**src/hw/rtl/serial_frame_receiver_macros.svh**
```systemverilog
// ----------------------------------------------------------------------------
// serial_frame_receiver_macros
// Assertion macros shared by the frame receiver RTL.
// ----------------------------------------------------------------------------
`ifndef SERIAL_FRAME_RECEIVER_MACROS_SVH
`define SERIAL_FRAME_RECEIVER_MACROS_SVH

// same-cycle implication, sampled on clk, off during reset
`define SFR_ASSERT(label, ante, cons) \
  label: assert property (@(posedge clk) disable iff (!rst_n) (ante) |-> (cons)) \
    else $error("sfr assertion failed");

// next-cycle implication
`define SFR_ASSERT_NEXT(label, ante, cons) \
  label: assert property (@(posedge clk) disable iff (!rst_n) (ante) |=> (cons)) \
    else $error("sfr assertion failed");

`endif

```
**src/hw/rtl/sfr_pkg.sv**
```systemverilog
// ----------------------------------------------------------------------------
// sfr_pkg
// Types and constants of the serial frame receiver.
// ----------------------------------------------------------------------------
package sfr_pkg;

  localparam int BYTE_W      = 8;
  localparam int IDX_W       = 4;
  localparam int OUT_TDATA_W = 16;
  localparam int CFG_IDX_W   = 1;

  localparam logic [BYTE_W-1:0] TYPE_Q          = 8'h51;
  localparam logic [BYTE_W-1:0] TYPE_R          = 8'h52;
  localparam logic [BYTE_W-1:0] TYPE_E          = 8'h45;
  localparam logic [BYTE_W-1:0] BROADCAST       = 8'hFF;
  localparam logic [BYTE_W-1:0] SOURCE_REQUIRED = 8'h00;
  localparam logic [BYTE_W-1:0] TIMEOUT_RESET   = 8'd5;

  localparam int DEST_POS = 1;
  localparam int SRC_POS  = 2;

  localparam logic CMD_BYTE = 1'b0;
  localparam logic CMD_TICK = 1'b1;

  localparam logic [CFG_IDX_W-1:0] REG_NODE_ADDRESS  = 1'b0;
  localparam logic [CFG_IDX_W-1:0] REG_TIMEOUT_TICKS = 1'b1;

  typedef struct packed {
    logic wr_en;
    logic start;
  } sfr_ctl_t;

endpackage

```
**src/hw/rtl/sfr_drain.sv**
```systemverilog
// ----------------------------------------------------------------------------
// sfr_drain
// Frame store memory and readout sequencer with registered output stage.
// ----------------------------------------------------------------------------
module sfr_drain #(
  parameter int FRAME_BYTES = 16
) (
  input  logic                          clk,
  input  logic                          rst_n,
  input  sfr_pkg::sfr_ctl_t             ctl,
  input  logic [$clog2(FRAME_BYTES)-1:0] wr_addr,
  input  logic [sfr_pkg::BYTE_W-1:0]    wr_data,
  output logic                          busy,
  output logic                          out_tvalid,
  input  logic                          out_tready,
  // [7:0] frame_byte, [11:8] byte_index, [15:12] zero
  output logic [sfr_pkg::OUT_TDATA_W-1:0] out_tdata,
  output logic                          out_tlast
);
  import sfr_pkg::*;

  localparam int AW = $clog2(FRAME_BYTES);
  localparam logic [AW-1:0] LAST_IDX = AW'(FRAME_BYTES - 1);

  logic [BYTE_W-1:0] store_r [FRAME_BYTES];
  logic [BYTE_W-1:0] rd_data_r;
  logic [AW-1:0]     rd_idx_r;
  logic              rd_pend_r, rd_pend_nxt;
  logic              emit_r, emit_nxt;
  logic [AW-1:0]     emit_idx_r, emit_idx_nxt;
  logic              out_valid_r, out_valid_nxt;
  logic [BYTE_W-1:0] out_byte_r;
  logic [IDX_W-1:0]  out_idx_r;
  logic              out_last_r;
  logic              move;
  logic              issue;

  assign move  = rd_pend_r && (!out_valid_r || out_tready);
  assign issue = emit_r && (!rd_pend_r || move);
  assign busy  = emit_r || rd_pend_r;

  always_ff @(posedge clk) begin
    if (ctl.wr_en) begin
      store_r[wr_addr] <= wr_data;
    end
    if (issue) begin
      rd_data_r <= store_r[emit_idx_r];
      rd_idx_r  <= emit_idx_r;
    end
    if (move) begin
      out_byte_r <= rd_data_r;
      out_idx_r  <= IDX_W'(rd_idx_r);
      out_last_r <= (rd_idx_r == LAST_IDX);
    end
  end

  always_comb begin
    emit_nxt      = emit_r;
    emit_idx_nxt  = emit_idx_r;
    rd_pend_nxt   = rd_pend_r;
    out_valid_nxt = out_valid_r;
    if (ctl.start) begin
      emit_nxt     = 1'b1;
      emit_idx_nxt = '0;
    end else if (issue) begin
      emit_idx_nxt = emit_idx_r + 1'b1;
      if (emit_idx_r == LAST_IDX) begin
        emit_nxt = 1'b0;
      end
    end
    if (issue) begin
      rd_pend_nxt = 1'b1;
    end else if (move) begin
      rd_pend_nxt = 1'b0;
    end
    if (move) begin
      out_valid_nxt = 1'b1;
    end else if (out_tready) begin
      out_valid_nxt = 1'b0;
    end
  end

  always_ff @(posedge clk) begin
    if (!rst_n) begin
      emit_r      <= 1'b0;
      emit_idx_r  <= '0;
      rd_pend_r   <= 1'b0;
      out_valid_r <= 1'b0;
    end else begin
      emit_r      <= emit_nxt;
      emit_idx_r  <= emit_idx_nxt;
      rd_pend_r   <= rd_pend_nxt;
      out_valid_r <= out_valid_nxt;
    end
  end

  assign out_tvalid = out_valid_r;
  assign out_tdata  = {{(OUT_TDATA_W - BYTE_W - IDX_W){1'b0}}, out_idx_r, out_byte_r};
  assign out_tlast  = out_last_r;

`include "serial_frame_receiver_macros.svh"

  `SFR_ASSERT_NEXT(a_rd_hold, rd_pend_r && !move, rd_pend_r && $stable(rd_data_r))
  `SFR_ASSERT(a_last_idx, out_valid_r && out_last_r, out_idx_r == IDX_W'(FRAME_BYTES - 1))

endmodule

```
**src/hw/rtl/serial_frame_receiver.sv**
```systemverilog
// ----------------------------------------------------------------------------
// serial_frame_receiver
// Assembles fixed frames from received bytes and timer ticks, checks them
// and streams good frames out one byte per transaction.
// ----------------------------------------------------------------------------
// Input: one byte or tick per cycle; after a good frame the input stalls
//   while the frame store is read out.
// Output: bytes pass the store read and output registers; one byte per cycle
//   while out_tready is high, paced by the frame store's single read port.
// Reset: control cleared, node_address 0, timeout_ticks 5; the frame store
//   is not cleared.
module serial_frame_receiver #(
  parameter int FRAME_BYTES = 16
) (
  input  logic                            clk,
  input  logic                            rst_n,
  input  logic                            in_tvalid,
  output logic                            in_tready,
  // [7:0] byte_value
  input  logic [sfr_pkg::BYTE_W-1:0]      in_tdata,
  // [0] cmd
  input  logic                            in_tuser,
  output logic                            out_tvalid,
  input  logic                            out_tready,
  // [7:0] frame_byte, [11:8] byte_index, [15:12] zero
  output logic [sfr_pkg::OUT_TDATA_W-1:0] out_tdata,
  output logic                            out_tlast,
  input  logic                            cfg_valid,
  output logic                            cfg_ready,
  input  logic [sfr_pkg::CFG_IDX_W-1:0]   cfg_index,
  input  logic [sfr_pkg::BYTE_W-1:0]      cfg_data
);
  import sfr_pkg::*;

  localparam int AW = $clog2(FRAME_BYTES);
  localparam logic [AW-1:0] LAST_IDX = AW'(FRAME_BYTES - 1);

  logic [BYTE_W-1:0] node_addr_r, node_addr_nxt;
  logic [BYTE_W-1:0] tmo_ticks_r, tmo_ticks_nxt;
  logic [AW-1:0]     fill_r, fill_nxt;
  logic [BYTE_W-1:0] sum_r, sum_nxt;
  logic [BYTE_W-1:0] tleft_r, tleft_nxt;
  logic [BYTE_W-1:0] dest_r, src_r;
  logic              busy;
  logic              in_fire;
  logic              is_byte;
  logic              is_type;
  logic              frame_ok;
  logic [BYTE_W-1:0] rx_byte;
  sfr_ctl_t          ctl;

  assign rx_byte   = in_tdata;
  assign in_tready = !busy;
  assign cfg_ready = 1'b1;
  assign in_fire   = in_tvalid && in_tready;
  assign is_byte   = in_fire && (in_tuser == CMD_BYTE);
  assign is_type   = (rx_byte == TYPE_Q) || (rx_byte == TYPE_R) || (rx_byte == TYPE_E);
  assign frame_ok  = (sum_r == rx_byte) && (src_r == SOURCE_REQUIRED)
                     && ((dest_r == node_addr_r) || (dest_r == BROADCAST));

  assign ctl.wr_en = is_byte && ((fill_r != '0) || is_type);
  assign ctl.start = is_byte && (fill_r == LAST_IDX) && frame_ok;

  always_ff @(posedge clk) begin
    if (is_byte && (fill_r == AW'(DEST_POS))) begin
      dest_r <= rx_byte;
    end
    if (is_byte && (fill_r == AW'(SRC_POS))) begin
      src_r <= rx_byte;
    end
  end

  always_comb begin
    node_addr_nxt = node_addr_r;
    tmo_ticks_nxt = tmo_ticks_r;
    if (cfg_valid && cfg_ready) begin
      case (cfg_index)
        REG_NODE_ADDRESS:  node_addr_nxt = cfg_data;
        REG_TIMEOUT_TICKS: tmo_ticks_nxt = cfg_data;
        default: ;
      endcase
    end
  end

  always_comb begin
    fill_nxt  = fill_r;
    sum_nxt   = sum_r;
    tleft_nxt = tleft_r;
    if (in_fire && (in_tuser == CMD_TICK)) begin
      if (tleft_r != '0) begin
        tleft_nxt = tleft_r - 1'b1;
        if (tleft_r == 8'd1) begin
          fill_nxt = '0;
          sum_nxt  = '0;
        end
      end
    end else if (ctl.wr_en) begin
      if (fill_r == LAST_IDX) begin
        fill_nxt  = '0;
        sum_nxt   = '0;
        tleft_nxt = '0;
      end else begin
        fill_nxt  = fill_r + 1'b1;
        sum_nxt   = sum_r + rx_byte;
        tleft_nxt = tmo_ticks_r;
      end
    end
  end

  always_ff @(posedge clk) begin
    if (!rst_n) begin
      node_addr_r <= '0;
      tmo_ticks_r <= TIMEOUT_RESET;
      fill_r      <= '0;
      sum_r       <= '0;
      tleft_r     <= '0;
    end else begin
      node_addr_r <= node_addr_nxt;
      tmo_ticks_r <= tmo_ticks_nxt;
      fill_r      <= fill_nxt;
      sum_r       <= sum_nxt;
      tleft_r     <= tleft_nxt;
    end
  end

  sfr_drain #(
    .FRAME_BYTES (FRAME_BYTES)
  ) u_drain (
    .clk        (clk),
    .rst_n      (rst_n),
    .ctl        (ctl),
    .wr_addr    (fill_r),
    .wr_data    (rx_byte),
    .busy       (busy),
    .out_tvalid (out_tvalid),
    .out_tready (out_tready),
    .out_tdata  (out_tdata),
    .out_tlast  (out_tlast)
  );

`include "serial_frame_receiver_macros.svh"

  `SFR_ASSERT(a_idle_timer_off, fill_r == '0, tleft_r == '0)
  `SFR_ASSERT(a_fill_range, 1'b1, fill_r <= LAST_IDX)
  `SFR_ASSERT_NEXT(a_start_busy, ctl.start, busy && fill_r == '0)

endmodule
```
**config.mk**
```make
export PLATFORM = sky130hd
export DESIGN_NAME = serial_frame_receiver
export DESIGN_NICKNAME = d
export VERILOG_FILES = /design/src/hw/rtl/sfr_pkg.sv /design/src/hw/rtl/sfr_drain.sv /design/src/hw/rtl/serial_frame_receiver.sv
export VERILOG_INCLUDE_DIRS = /design/src /design/src/hw/rtl
export SDC_FILE = /design/constraint.sdc
export NUM_CORES = 1
export LEC_CHECK = 0
export ABC_CLOCK_PERIOD_IN_PS = 2800
export CORE_MARGIN = 10
export CORE_UTILIZATION = 57
export DETAILED_ROUTE_END_ITERATION = 12
export DONT_BUFFER_PORTS = 1
export PLACE_DENSITY = 0.83
export SETUP_SLACK_MARGIN = 0.4
export SLEW_MARGIN = 20
export SYNTH_ARGS = -nofsm -noshare
export SYNTH_HDL_FRONTEND = slang
export SYNTH_SLANG_ARGS = --single-unit
```
**constraint.sdc**
```tcl
create_clock -name clk -period 2.8 [get_ports clk]
set_clock_uncertainty 0.2 [all_clocks]
set_input_delay 0.14 -clock clk [delete_from_list [all_inputs] [get_ports clk]]
set_output_delay 0.14 -clock clk [all_outputs]
set_load 0.05 [all_outputs]
```
# After elaboration in Yosys (flattened, before gate mapping)

Memory sizes are Yosys's and may differ from the RTL's. A register that Yosys moved wholly into a read port is not among the register bits.
Index checks and enable logic that the tools add are counted.
W data, S select, Z words.

Word-level logic and storage cells: 96
Memories kept: 1
Bits in writable memories: 128
Bits of input ports: 23
Output and inout bits: 20
Register bits after elaboration: 76

Memories:

| name            | words | width | read ports | clocked after memory_dff | wr ports | line            | source |
|---|---|---|---|---|---|---|---|
| u_drain.store_r | 16    | 8     | 1          | 1                        | 1        | sfr_drain.sv:25 | `logic [BYTE_W-1:0] store_r [FRAME_BYTES];` |

Add/subtract/negate cells: 4
Equal/unequal tests: 14
Reductions and logical operators: 36
Bitwise logic cells: 3
Mux-type cells: 23

Operator list:

| kind                  | count |
|---|---|
| $mux W8               | 9 |
| $eq A8 B7 Y1 const B  | 3 |
| $mux W4               | 5 |
| $eq A8 B8 Y1          | 2 |
| $eq A4 B4 Y1 const B  | 3 |
| $logic_and A1 B1 Y1   | 12 |
| $reduce_bool A2 Y1    | 5 |
| $mux W1               | 9 |
| $add A4 B1 Y4 const B | 2 |
| $add A8 B8 Y8         | 1 |
| $eq A8 B1 Y1 const B  | 1 |
| $eq A8 B8 Y1 const B  | 1 |
| $logic_not A8 Y1      | 1 |
| $reduce_and A2 Y1     | 4 |
| $reduce_bool A8 Y1    | 1 |
| $sub A8 B1 Y8 const B | 1 |
| $logic_or A1 B1 Y1    | 7 |
| $eq A4 B1 Y1 const B  | 1 |
| $eq A4 B2 Y1 const B  | 1 |
| $ne A2 B1 Y1 const B  | 2 |
| $reduce_bool A4 Y1    | 1 |
| $logic_not A1 Y1      | 3 |
| $not A1 Y1            | 3 |
| $reduce_and A3 Y1     | 1 |
| $reduce_or A2 Y1      | 1 |

# Depth between registers and ports, before layout

Gate-level depths: netlist of the first run.

Depth in word-level cells: 8
Depth in mapped cells: 8
Mapped depth without buffers: 8

# Cells and area by module

From an unflattened synthesis of the first run, not the netlist that was laid out.

Cells, all modules: 548
Area total of the unflattened synthesis: 8,702.1 um2

By module, submodules not included:

| module                | sequential area each (um2) | area each (um2) | cells each | instances |
|---|---|---|---|---|
| sfr_drain             | 4,734.5                    | 6,117.1         | 288        | 1 |
| serial_frame_receiver | 1,201.2                    | 2,585.0         | 260        | 1 |

# Worst setup path before layout of the first run

OpenSTA, ideal clock, no wires.

Path type: reg2reg
From: register u_drain.rd_pend_r
To: memory u_drain.store_r[1][0] (enable)
Arrival: 2,216 ps
Library setup time: 373 ps
Path slack: 11 ps
Path buffers: 0
Stages on the path, launching flop included: 5
Required time: 2,227 ps
Clock period less this slack: 2,789 ps
Cells stage by stage: dfxtp_1 -> nor4b_2 -> nand2_1 -> nor3_1 -> nor2b_1

Cells in the longest elaborated chain, start to end: 7

RTL lines:

| item                          | line                        | source |
|---|---|---|
| from (decl)                   | sfr_drain.sv:28             | `logic rd_pend_r, rd_pend_nxt;` |
| from (signal assigned)        | sfr_drain.sv:92             | `rd_pend_r <= rd_pend_nxt;` |
| $logic_or A1 B1 Y1            | sfr_drain.sv:40             | `assign busy = emit_r \|\| rd_pend_r;` |
| $logic_not A1 Y1              | serial_frame_receiver.sv:53 | `assign in_tready = !busy;` |
| $logic_and A1 B1 Y1           | serial_frame_receiver.sv:55 | `assign in_fire = in_tvalid && in_tready;` |
| $logic_and A1 B1 Y1           | serial_frame_receiver.sv:56 | `assign is_byte = in_fire && (in_tuser == CMD_BYTE);` |
| $logic_and A1 B1 Y1           | serial_frame_receiver.sv:61 | `assign ctl.wr_en = is_byte && ((fill_r != '0) \|\| is_type);` |
| $mux W1                       | sfr_drain.sv:43             | `if (ctl.wr_en) begin` |
| $mux W1 (not written as such) | sfr_drain.sv:44             | `store_r[wr_addr] <= wr_data;` |
| to (decl)                     | sfr_drain.sv:25             |  |

No other way between the ends.

# Worst setup path after layout of the first run

From: register tleft_r[4]
To: register tleft_r[3]

Cells in the longest elaborated chain, start to end: 3

RTL lines:

| item                               | line                         | source |
|---|---|---|
| from (decl)                        | serial_frame_receiver.sv:42  | `logic [BYTE_W-1:0] tleft_r, tleft_nxt;` |
| from (signal assigned)             | serial_frame_receiver.sv:122 | `tleft_r <= tleft_nxt;` |
| $reduce_bool A8 Y1                 | serial_frame_receiver.sv:90  | `if (tleft_r != '0) begin` |
| $ne A2 B1 Y1 (no source line)      | --                           |  |
| $reduce_and A2 Y1 (no source line) | --                           |  |

No other way between the ends.
A chain may end at the register's enable or synchronous reset.

==> metrics.yaml, run 1 <==
route:
  maxUsedRoutingLayer: "met4"
  wl_met1_um: 7340
  viasPerCell: 6.18
  drc: 0
  wl_met3_um: 1550
  routedWlPerCell_um: 24.2
  drt_iter0_drc: 504
  ant_nets: 0
  firstDrtPassIters: 5
  route.met2.wl_um: 9850
  num_vias: 4947
  wl_um: 19400
global_route:
  grt_pass1_vias: 5242
  grt_max_degree: 48
  grt_overflow: 0
  track_usage_pct: 19.2
  grt_pass1_wl_um: 29800
  antenna_found_initial: 2
sta:
  hold-worst-slack_ns: -0.0289
  final_max_slew_viol_count: 0
  rsz0062_at_grt: "yes"
  period_needed_ns: 2.35
  slew_headroom_pct: 40.9
  min_period_over_period_pct: 84.0
  setup-violations-final: 0
  max_freq_mhz: 425
  tightest_slew_ns: 0.883
  tns_ns: 0
  hold_viol: 2
  fin_ws_ns: 0.449
logic_synthesis:
  ys_seq_elements: 212
  yosys_warnings: 0
  synthFlopType: "edfxtp_1"
  syn_avg_cell_area_um2: 16.0
  ys_seq_area_share_pct: 68.5
  syn_inst: 543
  synthDominantCellAreaShare_pct: 58.5
  async_flop_share_pct: 0
  synth_cell_type_count: 54
  synth_area_um2: 8670
  synth.area.top_cells: "edfxtp_1 (59%), mux4_2 (10%), dfxtp_1 (9.9%)"
  yosysTopAreaCell: "edfxtp_1"
  synth_edf_count: 169
cells_and_area:
  fin_cells: 800
  layout_common_cells: "edfxtp_1 (169), dfxtp_1 (42), mux4_2 (40)"
  fillers: 981
  areaGrowthSynthToFinish_pct: 15.4
  drive_above_1_share_pct: 19.2
  mostFrequentLayoutCell: "edfxtp_1"
  fin_nets: 633
floorplan:
  die-area_um2: 20500
  ios: 43
  core_um2: 15000
  start_util_pct: 57.7
  fp-row-count: 45
  die_h_um: 143
  fp.dieW_um: 143
pwr:
  pwr-share-comb_pct: 6.0
  internal_power_w: 0.00512
  total_power_w: 0.00651
  powerDensity_nw_per_um2: 651
  peakVddDrop_mv: 0.547
  p_leak_nw: 3.37
  pwr-share-clk_pct: 40.9
  switching_share_pct: 21.4
  seq_power_share_pct: 53.0
  p_sw_w: 0.00139
setup_path:
  r2r_end: "tleft_r[3]"
  cp.arrival_ns: 2.55
  crit_path_max_fanout: 16
  reg2reg_slack_ns: 0.45
  cp-startpoint: "tleft_r[4]"
  end_kind: "flip-flop"
  crit_path_start_kind: "flip-flop"
  r2r_start: "tleft_r[4]"
  ff2ff_path_depth: 6
  crit_end: "tleft_r[3]"
  required_ns: 2.99
  worstSetupPathType: "flip-flop to flip-flop"
placed_design:
  dpl_worst_slack_ns: 0.275
  routabilityCongestion: 0.821
  dp.cells: 728
  port_buffers: 0
  place.detailed.hpwl_um: 11300
status:
  violations: "negative hold slack"
  status: "finished with violations"
clock_tree:
  cts_inserted_buffers: 21
  clk_pin_slew_ns: 0.06
  clkLatencyLatePin_ns: 0.50
  htree_levels: 1
  clock_path_buffers: 3
  clock-sinks: 212
  cts_tree: "done"
  cts_root_buffer: "clkbuf_16"
worst_hold_path:
  min-delay-path-class: "input pin to flip-flop"
run:
  drv_cap: 0
-- what timing repair did --
item | in CTS | in global routing
gates resized for setup | 1 | 6
gates cloned | 0 | 0
endpoints found under the setup margin | 8 | 57
endpoints found under the hold margin | 187 | 37
buffers inserted | 0 | 0
hold buffers | 29 | 3
-- how the worst min path moves through the flow --
stage                      startpoint                     to  slack, ns  depth (start not counted)
after floorplan           in_tdata[0]              dest_r[0]       0.04                          0
after global placement          rst_n         tmo_ticks_r[0]       0.02                          1
after detailed placement        rst_n         tmo_ticks_r[0]       0.02                          1
after CTS                 in_tdata[1]  u_drain.store_r[5][1]      -0.48                          0
after global routing      in_tdata[0]         u_drain.emit_r       0.02                          6
final                     in_tdata[1]         u_drain.emit_r      -0.03                          6
-- worst max-delay path: stages, from the launching register on --
cell	delay (ns)
dfxtp_1	0.35
or3_4	0.41
or2_4	0.25
o21ai_0	0.38
o21ai_4	0.22
and3_1	0.23
a31o_2	0.21
-- stage by stage --
step / hold slack, ns / instance area [um^2] / util (%)
2_1_floorplan: 0.0389 / 8700 / -
3_3_place_gp: 0.0218 / 8990 / 59.8
3_5_place_dp: 0.0234 / 8990 / 59.8
4_1_cts: -0.476 / 9940 / 66.1
5_1_grt: 0.0190 / 10000 / 66.5
6_report: -0.0289 / 10000 / 66.5
-- flip-flops by register name, summed over array words and instances (netlist names), 8 cells and up --
| signal | flops |
|---|---|
| u_drain.rd_data_r | 8 |
| dest_r | 8 |
| sum_r | 8 |
| src_r | 8 |
| node_addr_r | 8 |
| tleft_r | 8 |
| u_drain.store_r | 128 |
| u_drain.out_byte_r | 8 |
| tmo_ticks_r | 8 |
-- power by group through the flow --
stage | Clock (W) | Sequential (W) | Combinational [W]
detailed placement | 0 | 0.00352 | 0.000296
global placement | 0 | 0.00352 | 0.000285
floorplan | 0 | 0.00351 | 0.000265
finish | 0.00266 | 0.00345 | 0.000393
global route | 0.00282 | 0.00345 | 0.000432
CTS | 0.00269 | 0.00345 | 0.000369
-- cells by family after synthesis --
kind of cell / Yosys count / share of synthesized area [%]
AND/OR/NAND/NOR: 145 / 8.57
flip-flops: 212 / 68.5
multiplexers: 50 / 11.6
buffers and inverters: 39 / 2.16
adder cells (fa/ha/maj): 15 / 2.25
AO/OA/AOI/OAI: 60 / 4.88
other: 2 / 0.0866
XOR/XNOR: 20 / 2.02
-- cell usage after synthesis, types with 2 or more instances --
library cell / n
a21boi_0: 10
a21oi_1: 4
a22oi_1: 6
a31o_2: 4
a31oi_1: 2
and3_1: 5
and3_2: 2
buf_1: 2
buf_2: 4
buf_4: 5
clkbuf_1: 16
conb_1: 2
dfxtp_1: 43
edfxtp_1: 169
ha_1: 14
inv_1: 10
mux2i_1: 9
mux4_2: 40
nand2_1: 36
nand2b_1: 5
nand3_1: 18
nand3b_1: 2
nand4_1: 7
nor2_1: 29
nor2b_1: 21
nor3_1: 8
nor4_1: 4
o211a_1: 2
o211ai_1: 5
o21a_1: 3
o21ai_0: 12
o31ai_1: 3
o41ai_1: 2
xnor2_1: 13
xor2_1: 7
-- layer usage --
metal | vias to the layer above | GRT usage [%]
li1 | 2194 | -
met1 | 2498 | 23.0
met2 | 210 | 33.0
met3 | 45 | 4.82
met4 | 0 | 6.72
met5 | - | 0
-- layout make-up --
class | count | area, um^2 | area share, %
antenna | 2 | 5.00 | 0.0500
clock buffer | 29 | 576 | 5.75
clock inverter | 9 | 70.1 | 0.700
inverter | 10 | 37.5 | 0.375
multi-input combinational | 295 | 2600 | 26.0
sequential | 212 | 5940 | 59.3
tap | 188 | 235 | 2.35
timing repair buffer | 55 | 543 | 5.43
(Power assumes the default switching activity.)
==> inputs of run 2 (changes only) <==
- ABC_CLOCK_PERIOD_IN_PS: 2800 -> 2400
- CORE_UTILIZATION: 57 -> 63
- PLACE_DENSITY: 0.83 -> 0.87
- clock period: 2.8 -> 2.4 ns (I/O delays scaled with it)
==> run 2 against run 1 <==
The run still ends with negative hold slack left. Critical endpoint is now u_drain.rd_data_r[1]. Fmax increased by 5.7%. Non-clock buffer count increased by 56. Highest routed layer unchanged. Final area is 9.5% higher. Critical path type unchanged. Power is 24% higher. Worst hold slack worse by 0.44 ns. Worst setup slack got worse by 0.27 ns.
==> metrics.yaml, run 2 (synthesis results as in run 1) <==
global_route:
  track_usage_pct: 23.8  # was 19.2%
  antenna_found_initial: 0  # was 2
  grt_overflow: 0  # unchanged
  grt_max_degree: 48  # unchanged
  grt_pass1_vias: 5589  # was 5242
  grt_pass1_wl_um: 33400  # was 29800 um
cells_and_area:
  utilization_pct: 82.0  # was 66.5%
  diodes: 0  # was 2
  top_register: "u_drain.store_r"  # unchanged
  mostFrequentLayoutCell: "edfxtp_1"  # unchanged
  areaGrowthSynthToFinish_pct: 26.3  # was 15.4%
  drive_above_1_share_pct: 33.2  # was 19.2%
  fin_nets: 690  # was 633
  layout_common_cells: "edfxtp_1 (169), buf_4 (57), mux4_2 (40)"  # was edfxtp_1 (169), dfxtp_1 (42), mux4_2 (40)
  largest_reg_flops: 128  # unchanged
pwr:
  internal_power_w: 0.00630  # was 0.00512 W
  switching_share_pct: 21.7  # was 21.4%
  p_leak_nw: 3.75  # was 3.37 nW
  pwr-share-clk_pct: 41.8  # was 40.9%
  pwr-share-comb_pct: 8.1  # was 6.0%
  seq_power_share_pct: 50.0  # was 53.0%
  powerDensity_nw_per_um2: 735  # was 651 nW/um^2
  p_sw_w: 0.00174  # was 0.00139 W
  peakVddDrop_mv: 0.576  # was 0.547 mV
clock_tree:
  clkLatencyLatePin_ns: 0.49  # was 0.50 ns
  clock-sinks: 212  # unchanged
  cts_inserted_buffers: 21  # unchanged
  cts_root_buffer: "clkbuf_16"  # unchanged
  clk_pin_slew_ns: 0.06  # about the same
  htree_levels: 1  # unchanged
  clock_path_buffers: 3  # unchanged
  cts_tree: "done"  # unchanged
sta:
  min_period_over_period_pct: 92.6  # was 84.0%
  hold_viol: 21  # was 2
  tns_ns: 0  # unchanged
  setup-violations-final: 0  # unchanged
  fin_ws_ns: 0.177  # was 0.449 ns
  hold-worst-slack_ns: -0.469  # was -0.0289 ns
  final_max_slew_viol_count: 0  # unchanged
  slew_headroom_pct: 36.6  # was 40.9%
  max_freq_mhz: 450  # was 425 MHz
  rsz0062_at_grt: "yes"  # unchanged
  tightest_slew_ns: 0.949  # was 0.883 ns
  period_needed_ns: 2.22  # was 2.35 ns
floorplan:
  start_util_pct: 65.0  # was 57.7%
  fp-row-count: 42  # was 45
  die-area_um2: 18900  # was 20500 um^2
  die_h_um: 137  # was 143 um
  fp.dieW_um: 137  # was 143 um
  ios: 43  # unchanged
  core_um2: 13300  # was 15000 um^2
status:
  status: "finished with violations"  # unchanged
  violations: "negative hold slack"  # unchanged
setup_path:
  required_ns: 2.41  # was 2.99 ns
  cp_cell_sequence: "buf_12 > buf_4 > mux4_2 > mux4_2"  # was or3_4 > or2_4 > o21ai_0 > o21ai_4 > and3_1 > a31o_2
  end_kind: "flip-flop"  # unchanged
  crit_path_max_fanout: 7  # was 16
  crit_path_max_incr_delay_ns: 0.54  # was 0.41 ns
  reg2reg_slack_ns: 0.18  # was 0.45 ns
  ff2ff_path_depth: 4  # was 6
  critPathMostFrequentCell: "mux4_2"
  slowest_stage: "mux4_2"  # was or3_4
  cp.arrival_ns: 2.23  # was 2.55 ns
  r2r_start: "u_drain.emit_idx_r[0]"  # was tleft_r[4]
  worstSetupPathType: "flip-flop to flip-flop"  # unchanged
  r2r_end: "u_drain.rd_data_r[1]"  # was tleft_r[3]
  crit_path_start_kind: "flip-flop"  # unchanged
placed_design:
  dpl_worst_slack_ns: 0.0626  # was 0.275 ns
  routabilityCongestion: 0.848  # was 0.821
  port_buffers: 0  # unchanged
  place.detailed.hpwl_um: 12200  # was 11300 um
worst_hold_path:
  whs_path_depth: 0  # was 6
  min-delay-path-class: "input pin to flip-flop"  # unchanged
  hp-start: "in_tdata[1]"  # unchanged
  hold_end: "u_drain.store_r[2][1]"  # was u_drain.emit_r
route:
  ant_nets: 0  # unchanged
  viasPerCell: 6.59  # was 6.18
  drt_iter0_drc: 576  # was 504
  routedWlPerCell_um: 28.1  # was 24.2 um
  firstDrtPassIters: 5  # unchanged
  num_vias: 5548  # was 4947
  drc: 0  # unchanged
  wl_um: 23700  # was 19400 um
run:
  drv_cap: 0  # unchanged
run 2: changes by cell type in the layout (fill, tap and decap cells not counted), moves of 5 or more:
| cell | previous run | this run |
|---|---|---|
| buf_6 | 0 | 11 |
| nand2_1 | 36 | 31 |
| buf_4 | 20 | 57 |
| a22oi_2 | 1 | 6 |
| dfxtp_1 | 42 | 35 |
| nor2_4 | 0 | 6 |
| a22oi_1 | 5 | 0 |
| o21ai_0 | 12 | 6 |
| dfxtp_2 | 1 | 6 |
| buf_12 | 4 | 9 |
| nor2_1 | 28 | 23 |
run 2: how the worst max path moves through the flow:
stage | start | to
finish | u_drain.emit_idx_r[0] | u_drain.rd_data_r[1]
global route | tleft_r[6] | sum_r[1]
CTS | u_drain.emit_idx_r[0] | u_drain.rd_data_r[1]
detailed placement | tleft_r[5] | fill_r[3]
global placement | tleft_r[5] | fill_r[3]
floorplan | u_drain.rd_pend_r | u_drain.store_r[1][0]
run 2: power by group through the flow:
stage | sequential [W] | clock (W) | combinational, W
global placement | 0.00410 | 0 | 0.000346
detailed placement | 0.00410 | 0 | 0.000370
finish | 0.00402 | 0.00337 | 0.000655
floorplan | 0.00409 | 0 | 0.000319
CTS | 0.00402 | 0.00335 | 0.000557
global route | 0.00403 | 0.00352 | 0.000704
run 2: critical path: cells and delay by family, from the launching register on:
family	cells	cell delay (ns)
DFF	1	0.41
buffers and inverters	2	0.26
muxes	2	1.07
run 2: through the flow:
step / power, W / cells / area [um^2] / hold WS, ns
after CTS: 0.00793 / 824 / 10600 / -0.482
after floorplan: 0.00441 / 546 / 8870 / 0.0189
final: 0.00805 / 842 / 10900 / -0.469
after global placement: 0.00445 / 730 / 9190 / 0.00143
after detailed placement: 0.00447 / 730 / 9190 / 0.00530
after global routing: 0.00825 / 842 / 10900 / -0.483
run 2: layout make-up:
class                   instances  area (um^2)
multi-input cells             296         2930
clock buffers                  27          578
repair buffers                111         1100
well taps                     176          220
clock inverters                10          124
inverters                      10         40.0
fillers                       622         2400
flip-flops and latches        212         5950
run 2: timing repair:
action,in CTS,in global routing
hold buffers,28,4
buffers inserted,26,15
endpoints found under the hold margin,187,57
resized for setup,45,39
pin swaps,10,15
cloned,3,0
endpoints found under the setup margin,121,106
run 2: routing by layer:
layer	part of all wire [%]	global-route usage (%)	wire (um)	vias to the layer above
met1	35	28.2	8360	2785
met5	0	0	0	-
met3	8.1	4.22	1930	80
met2	52	41.6	12300	379
met4	4.6	10.7	1100	0
li1	-	-	-	2304
